==> config.mk <==
export PLATFORM = sky130hd
export DESIGN_NAME = mandelbrot_escape_time_unit
export DESIGN_NICKNAME = d
export VERILOG_FILES = /design/src/rtl/core/met_pkg.sv /design/src/rtl/core/mandelbrot_escape_time_unit.sv
export SDC_FILE = /design/constraint.sdc
export NUM_CORES = 2
export LEC_CHECK = 0
export ABC_CLOCK_PERIOD_IN_PS = 16800
export BUFFER_PORTS_ARGS = -buffer_cell sky130_fd_sc_hd__buf_2
export CORE_MARGIN = 2
export CORE_UTILIZATION = 42
export DETAILED_ROUTE_END_ITERATION = 10
export GPL_ROUTABILITY_DRIVEN = 0
export GPL_TIMING_DRIVEN = 0
export HOLD_SLACK_MARGIN = 0.02
export PLACE_DENSITY = 0.56
export SYNTH_ARGS = -nofsm -noshare
export SYNTH_HDL_FRONTEND = slang
export SYNTH_SLANG_ARGS = --single-unit
==> constraint.sdc <==
create_clock -name clock -period 16.8 [get_ports clock]
set_input_delay 4.2 -clock clock [delete_from_list [all_inputs] [get_ports clock]]
set_output_delay 4.2 -clock clock [all_outputs]
set_load 0.01 [all_outputs]
==> src/rtl/core/met_pkg.sv <==
package met_pkg;

   localparam int COUNT_W    = 16;
   localparam int CSR_DATA_W = 32;
   localparam int CSR_ADDR_W = 3;
   localparam int PIXEL_W    = 10;
   localparam int SIZE_W     = 11;
   localparam int STEP_W     = 28;
   localparam int OFFS_W     = 12;

   localparam logic [CSR_ADDR_W-1:0] CSR_CENTER_X   = 3'd0;
   localparam logic [CSR_ADDR_W-1:0] CSR_CENTER_Y   = 3'd1;
   localparam logic [CSR_ADDR_W-1:0] CSR_PIXEL_STEP = 3'd2;
   localparam logic [CSR_ADDR_W-1:0] CSR_ITER_LIMIT = 3'd3;
   localparam logic [CSR_ADDR_W-1:0] CSR_SCREEN_W   = 3'd4;
   localparam logic [CSR_ADDR_W-1:0] CSR_SCREEN_H   = 3'd5;

   localparam logic [STEP_W-1:0]  RST_PIXEL_STEP = 28'd1879048;
   localparam logic [COUNT_W-1:0] RST_ITER_LIMIT = 16'd200;
   localparam logic [SIZE_W-1:0]  RST_SCREEN_W   = 11'd640;
   localparam logic [SIZE_W-1:0]  RST_SCREEN_H   = 11'd480;

   typedef struct packed {
      logic [PIXEL_W-1:0] column;
      logic [PIXEL_W-1:0] row;
   } met_req_type;

   typedef struct packed {
      logic [COUNT_W-1:0] iterations;
      logic               in_set;
   } met_rsp_type;

   typedef enum logic [2:0] {
      ST_IDLE,
      ST_MAP_RE,
      ST_MAP_IM,
      ST_MAP_FIN,
      ST_SQ_RE,
      ST_SQ_IM,
      ST_CROSS,
      ST_UPDATE
   } met_state_type;

endpackage

==> src/rtl/core/mandelbrot_escape_time_unit.sv <==
// Escape-time engine: one pixel request at a time through one shared signed multiplier.
// Steps: 2 mapping products and a saturation step, then 3 products and an update step per
// pass (no pass with a zero limit); a finished result waits while a stalled earlier result
// still holds the output register. A new request is taken only back in ST_IDLE.
// Reset (synchronous, active high) loads the default view and clears control state.
module mandelbrot_escape_time_unit #(
   parameter int FRAC_BITS   = 28,
   parameter int COORD_WIDTH = 32
) (
   input  logic                                 clock,
   input  logic                                 reset,
   input  logic                                 req_valid,
   output logic                                 req_stall,
   input  met_pkg::met_req_type                 req_data,
   output logic                                 rsp_valid,
   input  logic                                 rsp_stall,
   output met_pkg::met_rsp_type                 rsp_data,
   input  logic                                 csr_wr_en,
   input  logic [met_pkg::CSR_ADDR_W-1:0]       csr_index,
   input  logic [met_pkg::CSR_DATA_W-1:0]       csr_wdata
);
   import met_pkg::*;

   localparam int CW    = COORD_WIDTH;
   localparam int MUL_W = (CW > STEP_W + 1) ? CW : STEP_W + 1;
   localparam int PW    = 2 * MUL_W;
   localparam int SW    = (PW + 2 > 2 * FRAC_BITS + 4) ? PW + 2 : 2 * FRAC_BITS + 4;

   // configuration
   logic signed [CSR_DATA_W-1:0] center_x_ff, center_y_ff;
   logic [STEP_W-1:0]            step_ff;
   logic [COUNT_W-1:0]           limit_ff;
   logic [SIZE_W-1:0]            width_ff, height_ff;

   met_state_type state_ff, state_in;

   logic [PIXEL_W-1:0]    column_ff, column_in, row_ff, row_in;
   logic signed [CW-1:0]  cr_ff, cr_in, ci_ff, ci_in, zr_ff, zr_in, zi_ff, zi_in;
   logic signed [PW-1:0]  prod_ff, prod_in, sr_ff, sr_in, si_ff, si_in;
   logic [COUNT_W-1:0]    n_ff, n_in, n_inc;
   logic                  rsp_valid_ff, rsp_valid_in;
   met_rsp_type           rsp_data_ff, rsp_data_in;

   logic signed [MUL_W-1:0] mul_a, mul_b;
   logic signed [PW-1:0]    mul_p;
   logic signed [OFFS_W-1:0] dx, dy;
   logic signed [SW-1:0]    map_re_sum, map_im_sum, mag_sum, new_re_sum, new_im_sum;
   logic signed [SW-1:0]    thr;
   logic                    escaped, out_free, req_take;

   function automatic logic signed [CW-1:0] sat(input logic signed [SW-1:0] v);
      logic [SW-CW:0] upper;
      logic signed [CW-1:0] r;
      upper = v[SW-1:CW-1];
      if (upper == '0 || upper == '1) begin
         r = v[CW-1:0];
      end else if (v[SW-1]) begin
         r = {1'b1, {(CW-1){1'b0}}};
      end else begin
         r = {1'b0, {(CW-1){1'b1}}};
      end
      return r;
   endfunction

   always_ff @(posedge clock) begin
      if (reset) begin
         center_x_ff <= '0;
         center_y_ff <= '0;
         step_ff     <= RST_PIXEL_STEP;
         limit_ff    <= RST_ITER_LIMIT;
         width_ff    <= RST_SCREEN_W;
         height_ff   <= RST_SCREEN_H;
      end else if (csr_wr_en) begin
         unique case (csr_index)
            CSR_CENTER_X:   center_x_ff <= csr_wdata;
            CSR_CENTER_Y:   center_y_ff <= csr_wdata;
            CSR_PIXEL_STEP: step_ff     <= csr_wdata[STEP_W-1:0];
            CSR_ITER_LIMIT: limit_ff    <= csr_wdata[COUNT_W-1:0];
            CSR_SCREEN_W:   width_ff    <= csr_wdata[SIZE_W-1:0];
            CSR_SCREEN_H:   height_ff   <= csr_wdata[SIZE_W-1:0];
            default: ;
         endcase
      end
   end

   // shared multiplier, registered into prod_ff
   assign dx    = $signed({2'b00, column_ff}) - $signed({2'b00, width_ff[SIZE_W-1:1]});
   assign dy    = $signed({2'b00, height_ff[SIZE_W-1:1]}) - $signed({2'b00, row_ff});
   assign mul_p = mul_a * mul_b;

   assign map_re_sum = SW'(prod_ff) + SW'(center_x_ff);
   assign map_im_sum = SW'(prod_ff) - SW'(center_y_ff);
   assign mag_sum    = SW'(sr_ff) + SW'(si_ff);
   assign thr        = SW'(1) <<< (2 * FRAC_BITS + 2);
   assign escaped    = !(mag_sum < thr);
   // floor shifts; prod_ff holds zr*zi in the update cycle
   assign new_im_sum = (SW'(prod_ff) >>> (FRAC_BITS - 1)) + SW'(ci_ff);
   assign new_re_sum = ((SW'(sr_ff) - SW'(si_ff)) >>> FRAC_BITS) + SW'(cr_ff);
   assign n_inc      = n_ff + COUNT_W'(1);

   assign out_free  = !rsp_valid_ff || !rsp_stall;
   assign req_stall = (state_ff != ST_IDLE);
   assign req_take  = req_valid && !req_stall;

   always_ff @(posedge clock) begin
      if (reset) begin
         state_ff <= ST_IDLE;
      end else begin
         state_ff <= state_in;
      end
   end

   always_comb begin
      state_in     = state_ff;
      column_in    = column_ff;
      row_in       = row_ff;
      cr_in        = cr_ff;
      ci_in        = ci_ff;
      zr_in        = zr_ff;
      zi_in        = zi_ff;
      prod_in      = prod_ff;
      sr_in        = sr_ff;
      si_in        = si_ff;
      n_in         = n_ff;
      rsp_valid_in = rsp_valid_ff && rsp_stall;
      rsp_data_in  = rsp_data_ff;
      mul_a        = '0;
      mul_b        = '0;
      unique case (state_ff)
         ST_IDLE: begin
            if (req_take) begin
               column_in = req_data.column;
               row_in    = req_data.row;
               zr_in     = '0;
               zi_in     = '0;
               n_in      = '0;
               state_in  = ST_MAP_RE;
            end
         end
         ST_MAP_RE: begin
            mul_a    = MUL_W'(dx);
            mul_b    = $signed(MUL_W'(step_ff));
            prod_in  = mul_p;
            state_in = ST_MAP_IM;
         end
         ST_MAP_IM: begin
            cr_in    = sat(map_re_sum);
            mul_a    = MUL_W'(dy);
            mul_b    = $signed(MUL_W'(step_ff));
            prod_in  = mul_p;
            state_in = ST_MAP_FIN;
         end
         ST_MAP_FIN: begin
            ci_in    = sat(map_im_sum);
            state_in = ST_SQ_RE;
            // zero limit: finish without iterating
            if (limit_ff == '0 && out_free) begin
               rsp_valid_in           = 1'b1;
               rsp_data_in.iterations = '0;
               rsp_data_in.in_set     = 1'b1;
               state_in               = ST_IDLE;
            end else if (limit_ff == '0) begin
               state_in = ST_MAP_FIN;
            end
         end
         ST_SQ_RE: begin
            mul_a    = MUL_W'(zr_ff);
            mul_b    = MUL_W'(zr_ff);
            prod_in  = mul_p;
            state_in = ST_SQ_IM;
         end
         ST_SQ_IM: begin
            sr_in    = prod_ff;
            mul_a    = MUL_W'(zi_ff);
            mul_b    = MUL_W'(zi_ff);
            prod_in  = mul_p;
            state_in = ST_CROSS;
         end
         ST_CROSS: begin
            si_in    = prod_ff;
            mul_a    = MUL_W'(zr_ff);
            mul_b    = MUL_W'(zi_ff);
            prod_in  = mul_p;
            state_in = ST_UPDATE;
         end
         ST_UPDATE: begin
            if (escaped) begin
               // hold here until the output register frees up
               if (out_free) begin
                  rsp_valid_in           = 1'b1;
                  rsp_data_in.iterations = n_ff;
                  rsp_data_in.in_set     = (n_ff == limit_ff);
                  state_in               = ST_IDLE;
               end
            end else if (n_inc == limit_ff) begin
               if (out_free) begin
                  zr_in                  = sat(new_re_sum);
                  zi_in                  = sat(new_im_sum);
                  n_in                   = n_inc;
                  rsp_valid_in           = 1'b1;
                  rsp_data_in.iterations = n_inc;
                  rsp_data_in.in_set     = 1'b1;
                  state_in               = ST_IDLE;
               end
            end else begin
               zr_in    = sat(new_re_sum);
               zi_in    = sat(new_im_sum);
               n_in     = n_inc;
               state_in = ST_SQ_RE;
            end
         end
         default: state_in = ST_IDLE;
      endcase
   end

   always_ff @(posedge clock) begin
      if (reset) begin
         rsp_valid_ff <= 1'b0;
         n_ff         <= '0;
      end else begin
         rsp_valid_ff <= rsp_valid_in;
         n_ff         <= n_in;
      end
   end

   always_ff @(posedge clock) begin
      column_ff   <= column_in;
      row_ff      <= row_in;
      cr_ff       <= cr_in;
      ci_ff       <= ci_in;
      zr_ff       <= zr_in;
      zi_ff       <= zi_in;
      prod_ff     <= prod_in;
      sr_ff       <= sr_in;
      si_ff       <= si_in;
      rsp_data_ff <= rsp_data_in;
   end

   assign rsp_valid = rsp_valid_ff;
   assign rsp_data  = rsp_data_ff;

   a_take_starts_map: assert property (@(posedge clock) disable iff (reset)
      req_take |=> state_ff == ST_MAP_RE)
      else $error("accepted request did not start mapping");

   a_count_in_range: assert property (@(posedge clock) disable iff (reset)
      (state_ff == ST_SQ_RE || state_ff == ST_UPDATE) |-> n_ff < limit_ff)
      else $error("iteration count ran past the limit");

   a_in_set_flag: assert property (@(posedge clock) disable iff (reset)
      $rose(rsp_valid_ff) |-> rsp_data_ff.in_set == (rsp_data_ff.iterations == limit_ff))
      else $error("in-set flag disagrees with the count");

   a_no_overwrite: assert property (@(posedge clock) disable iff (reset)
      rsp_valid_ff && rsp_stall |=> rsp_valid_ff && rsp_data_ff == $past(rsp_data_ff))
      else $error("pending result overwritten");

endmodule

# Word-level counts from Yosys, hierarchy flattened
# Cells that the tools add are included.
totals:
  reg_bits: 507
  latch_bits: 0
  ramBits: 0
  rom_bits: 0
  output_inout_bits: 19
  elab_cells: 131
  n_memories: 0
classes:
  add_sub_neg: 9
  multipliers: 1
  div_mod_pow: 0
  magnitude_cmp: 1
  eq_ne: 24
  n_shift: 0
  muxes: 42
  bitwise_logic: 0
  n_reduce_logical: 34
op_table:
  columns: ["op", "count"]
  rows:
  - ["$mux W32", 15]
  - ["$eq A35 B35 Y1 const B", 4]
  - ["$logic_not A35 Y1", 4]
  - ["$pmux W32 S2", 2]
  - ["$pmux W32 S4", 1]
  - ["$pmux W32 S3", 1]
  - ["$mux W17", 5]
  - ["$add A37 B32 Y38", 2]
  - ["$add A64 B32 Y65", 1]
  - ["$add A64 B64 Y65", 1]
  - ["$lt A65 B60 Y1 const B", 1]
  - ["$sub A64 B32 Y65", 1]
  - ["$sub A64 B64 Y65", 1]
  - ["$mul A32 B32 Y64", 1]
  - ["$mux W16", 4]
  - ["$pmux W17 S2", 1]
  - ["$eq A16 B16 Y1", 2]
  - ["$pmux W16 S2", 1]
  - ["$pmux W3 S8", 1]
  - ["$sub A10 B10 Y11", 2]
  - ["$eq A3 B3 Y1 const B", 6]
  - ["$mux W3", 6]
  - ["$add A16 B1 Y16 const B", 1]
  - ["$logic_not A16 Y1", 1]
  - ["17 further kinds", 46]

# Depth between registers and ports, before layout
logic_depth:
  ltp_word: 9
  mapped_depth: 47
  depth_no_buf: 45

# Worst setup path after synthesis
# No wires, ideal clock.
synth_path:
  path_type: "reg-to-reg"
  startpoint: "register state_ff[0]"
  endpoint: "register prod_ff[57] (data pin)"
  setup_ns: 0.260
  arrival_ns: 11.376
  slack_ns: 5.164
  path_stages_with_launch: 36
  n_path_buf: 4
  cell_sequence: "dfxtp_1 -> clkbuf_1 -> nor2b_1 -> and2_1 -> clkbuf_1 -> buf_1 -> clkbuf_1 -> a221oi_1 -> nor2_1 -> fa_1 -> fa_1 -> inv_1 -> fa_1 -> inv_1 -> fa_1 -> inv_1 -> fa_1 -> inv_1 -> fa_1 -> fa_1 -> inv_1 -> fa_1 -> inv_1 -> ha_1 -> and3_1 -> nand4_1 -> a2111oi_0 -> o21bai_1 -> a21oi_1 -> o21ai_0 -> a21o_1 -> a21boi_0 -> o221ai_1 -> a21oi_1 -> a21boi_0 -> xnor2_1"
synth_between:
  elab_chain_len: 4
synth_rtl:
  columns: ["element", "line", "source"]
  rows:
  - ["start, declared", "mandelbrot_escape_time_unit.sv:35", "met_state_type state_ff, state_in;"]
  - ["start signal, assigned", "mandelbrot_escape_time_unit.sv:109", "state_ff <= state_in;"]
  - ["$eq A3 B3 Y1 (tied with other cells)", "mandelbrot_escape_time_unit.sv:129", "unique case (state_ff)"]
  - ["$reduce_or A2 Y1 (no line)", null, null]
  - ["$pmux W32 S4 / $pmux W32 S3 (equally long branches)", "mandelbrot_escape_time_unit.sv:129", null]
  - ["$mul A32 B32 Y64 *", "mandelbrot_escape_time_unit.sv:89", "assign mul_p = mul_a * mul_b;"]
  - ["named net mul_p[57]", "mandelbrot_escape_time_unit.sv:45", "logic signed [PW-1:0] mul_p;"]
  - ["end signal, assigned", "mandelbrot_escape_time_unit.sv:233", "prod_ff <= prod_in;"]
  - ["end, declared", "mandelbrot_escape_time_unit.sv:39", "logic signed [PW-1:0] prod_ff, prod_in, sr_ff, sr_in, si_ff, si_in;"]
# The timed path passes the listed nets; every way through them passes the cells marked *.
# A chain may end at the register's enable or synchronous reset.

# Worst setup path after layout
# Same ends and word-level chain as after synthesis.

==> flow_summary.json <==
{
  "grt_overflow_total": 0,
  "ys_top_cells_by_count": "inv_1 (1,286), nand2_1 (1,263), fa_1 (1,088)",
  "io_pins": 79,
  "seq_area_mm2": 0.0137,
  "synthFlopType": "edfxtp_1",
  "final_nets": 9972,
  "synth_edf_count": 357,
  "synth_compound_gate_area_share_pct": 13.3,
  "critPathCaptureType": "flip-flop",
  "cpMostUsedCell": "fa_1",
  "finish.utilization_pct": 45.5,
  "synthAdderAreaFrac_pct": 39.3,
  "drt-total-wl_um": 269000,
  "fin_worst_skew_ns": 0.0562,
  "synth.avg_cell_area_um2": 8.91,
  "whs_ns": 0.456,
  "crit_required_ns": 17.17,
  "yosysWarningCount": 0,
  "power_mw": 9.67,
  "cpLargestDelayFamily": "adder cells",
  "max-slew-margin-rel_pct": -8.35,
  "design_area_mm2": 0.0780,
  "first_pass_iters": 8,
  "antenna_found_initial": 6,
  "die_width_um": 419,
  "crit_type": "reg -> reg",
  "slew_viol_final": 35,
  "cts_resized": 0,
  "cap_viol_max_count": 6,
  "path_buf_inv": 7,
  "rsz0062_at_grt": "false",
  "fill_cells": 16746,
  "htree_levels": 2,
  "ant_nets": 0,
  "initial_core_util_pct": 42.2,
  "syn-num-nets": 9803,
  "violations": "max-capacitance violations, max-slew violations",
  "hpwl_um": 222000,
  "cts_root_buffer": "clkbuf_16",
  "synth_mux_area_share_pct": 1.04,
  "cts_setup_buffers": 0,
  "synth_cells": 8122,
  "post-place-ws_ns": 2.91,
  "synth_top_cell_by_area": "fa_1",
  "multi_input_area_mm2": 0.0526,
  "numPortBuffers": 77,
  "grt_use_total_pct": 30.5,
  "clk_pin_slew_ns": 0.07,
  "synthArstFlopShare_pct": 0,
  "cpPeakStageDelay_ns": 1.02,
  "worst_path_max_delay_cell": "clkbuf_1",
  "power_leakage_nw": 34.0,
  "totalNegativeSetupSlack_ns": 0,
  "vias_per_cell": 5.69,
  "dp_cells": 10543,
  "critPathMaxFanout": 11,
  "crit_path_start_kind": "flip-flop",
  "synth.most_common_cell": "inv_1",
  "clk_latency_ns": 0.66,
  "route.detailed.drc": 0,
  "core_area_mm2": 0.171,
  "vias": 60625,
  "drive_above_1_share_pct": 3.65,
  "synth_area_leaders": "fa_1 (30%), edfxtp_1 (15%), ha_1 (9.2%), inv_1 (6.7%), nand2_1 (6.6%)",
  "hp-class": "reg -> reg",
  "fp.dieH_um": 419,
  "ys_types": 100,
  "peakVddDrop_mv": 0.111,
  "drtIter0Drc": 6286,
  "cts_tree": "yes",
  "yosysSeqAreaShare_pct": 18.9,
  "cellPowerDensity_mw_per_mm2": 124,
  "period_needed_ns": 14.12,
  "synth_top_family_by_area": "adder cells",
  "stdcell_count": 10658,
  "status": "finished with violations",
  "hold_viol_final": 0,
  "cts_buffers": 55,
  "place_area_mm2": 0.0761,
  "synth_xor_area_share_pct": 4.05,
  "rows": 152,
  "ys_ff_latch": 505,
  "tightest_slew_ns": 1.61,
  "post-route-period-util_pct": 84.0,
  "grt_pass1_wl_um": 393000,
  "grt_start_max_net_pins": 74,
  "netlist_area_mm2": 0.0724,
  "syn_to_final_growth_pct": 7.80,
  "setup_viol": 0,
  "hold_buffers": 0,
  "clock_sinks": 505,
  "synthSimpleGateAreaFrac_pct": 14.8,
  "setup_ws_ns": 2.68,
  "grt_pass1_vias": 59862,
  "fmax_mhz": 70.8,
  "die_area_mm2": 0.176,
  "routedWlPerCell_um": 25.2,
  "cp.arrival_ns": 14.49,
  "yosysTopAreaCellShare_pct": 30.1,
  "clk_path_buf_depth": 3
}
==> layout by cell type (no fill, tap or decap), types with 147 or more instances in the layout <==
master    Yosys  layout
a21oi_1     519     517
clkbuf_1    334     342
dfxtp_1     148     147
edfxtp_1    357     357
fa_1       1088    1088
ha_1        533     533
inv_1      1286    1285
nand2_1    1263    1263
nor2_1      501     500
o21ai_0     287     286
xnor2_1     199     199
==> logic make-up after synthesis <==
group                      Yosys count
AOI/OAI and AO/OA                 1516
adders and majority gates         1621
xor gates and xnor gates           335
muxes                               74
and+or+nand+nor                   2413
DFF                                505
buffers and inverters             1658
==> sequential cells by signal, summed over array words and instances (netlist names), 17 cells and up <==
name / flops
zi_ff: 32
step_ff: 28
center_y_ff: 32
cr_ff: 32
center_x_ff: 32
sr_ff: 64
rsp_data: 17
zr_ff: 32
si_ff: 64
prod_ff: 64
ci_ff: 32
==> final cells by class <==
class	instances	area share (%)
timing repair buffer	112	0.954
clock buffer	77	2.01
clock inverter	27	0.354
tap	2310	3.70
antenna	10	0.0321
buffer	372	1.85
multi-input combinational	5959	67.4
sequential	505	17.5
inverter	1286	6.19
==> path summary, 6_finish.rpt <==
| kind | from | endpoint | slack (ns) | depth (start not counted) |
|---|---|---|---|---|
| worst max register to register | state_ff[0] | prod_ff[57] | 2.68 | 34 |
| worst min-delay path | step_ff[5] | step_ff[5] | 0.46 | 2 |
| worst max-delay path | state_ff[0] | prod_ff[57] | 2.68 | 34 |
| worst min register to register | step_ff[5] | step_ff[5] | 0.46 | 2 |
==> where the power goes <==
| group | total, mW | leakage (nW) | internal (mW) | switching (mW) |
|---|---|---|---|---|
| Combinational | 6.35 | 28.5 | 2.20 | 4.14 |
| Sequential | 2.07 | 4.51 | 1.65 | 0.416 |
| Clock | 1.26 | 0.914 | 0.703 | 0.553 |
==> per-layer routing <==
metal	track usage, %	share of wire (%)	vias to the layer above
li1	-	-	26868
met4	14.5	5.7	6
met1	40.9	41	30259
met2	47.1	44	2882
met5	0	0.017	-
met3	6.20	9.7	610
==> tightest hold or removal path: stages, from the launching register on <==
cell and delay, ns:
dfxtp_1 0.31, nand2_1 0.05, a21oi_1 0.05
(Power assumes the default switching activity.)
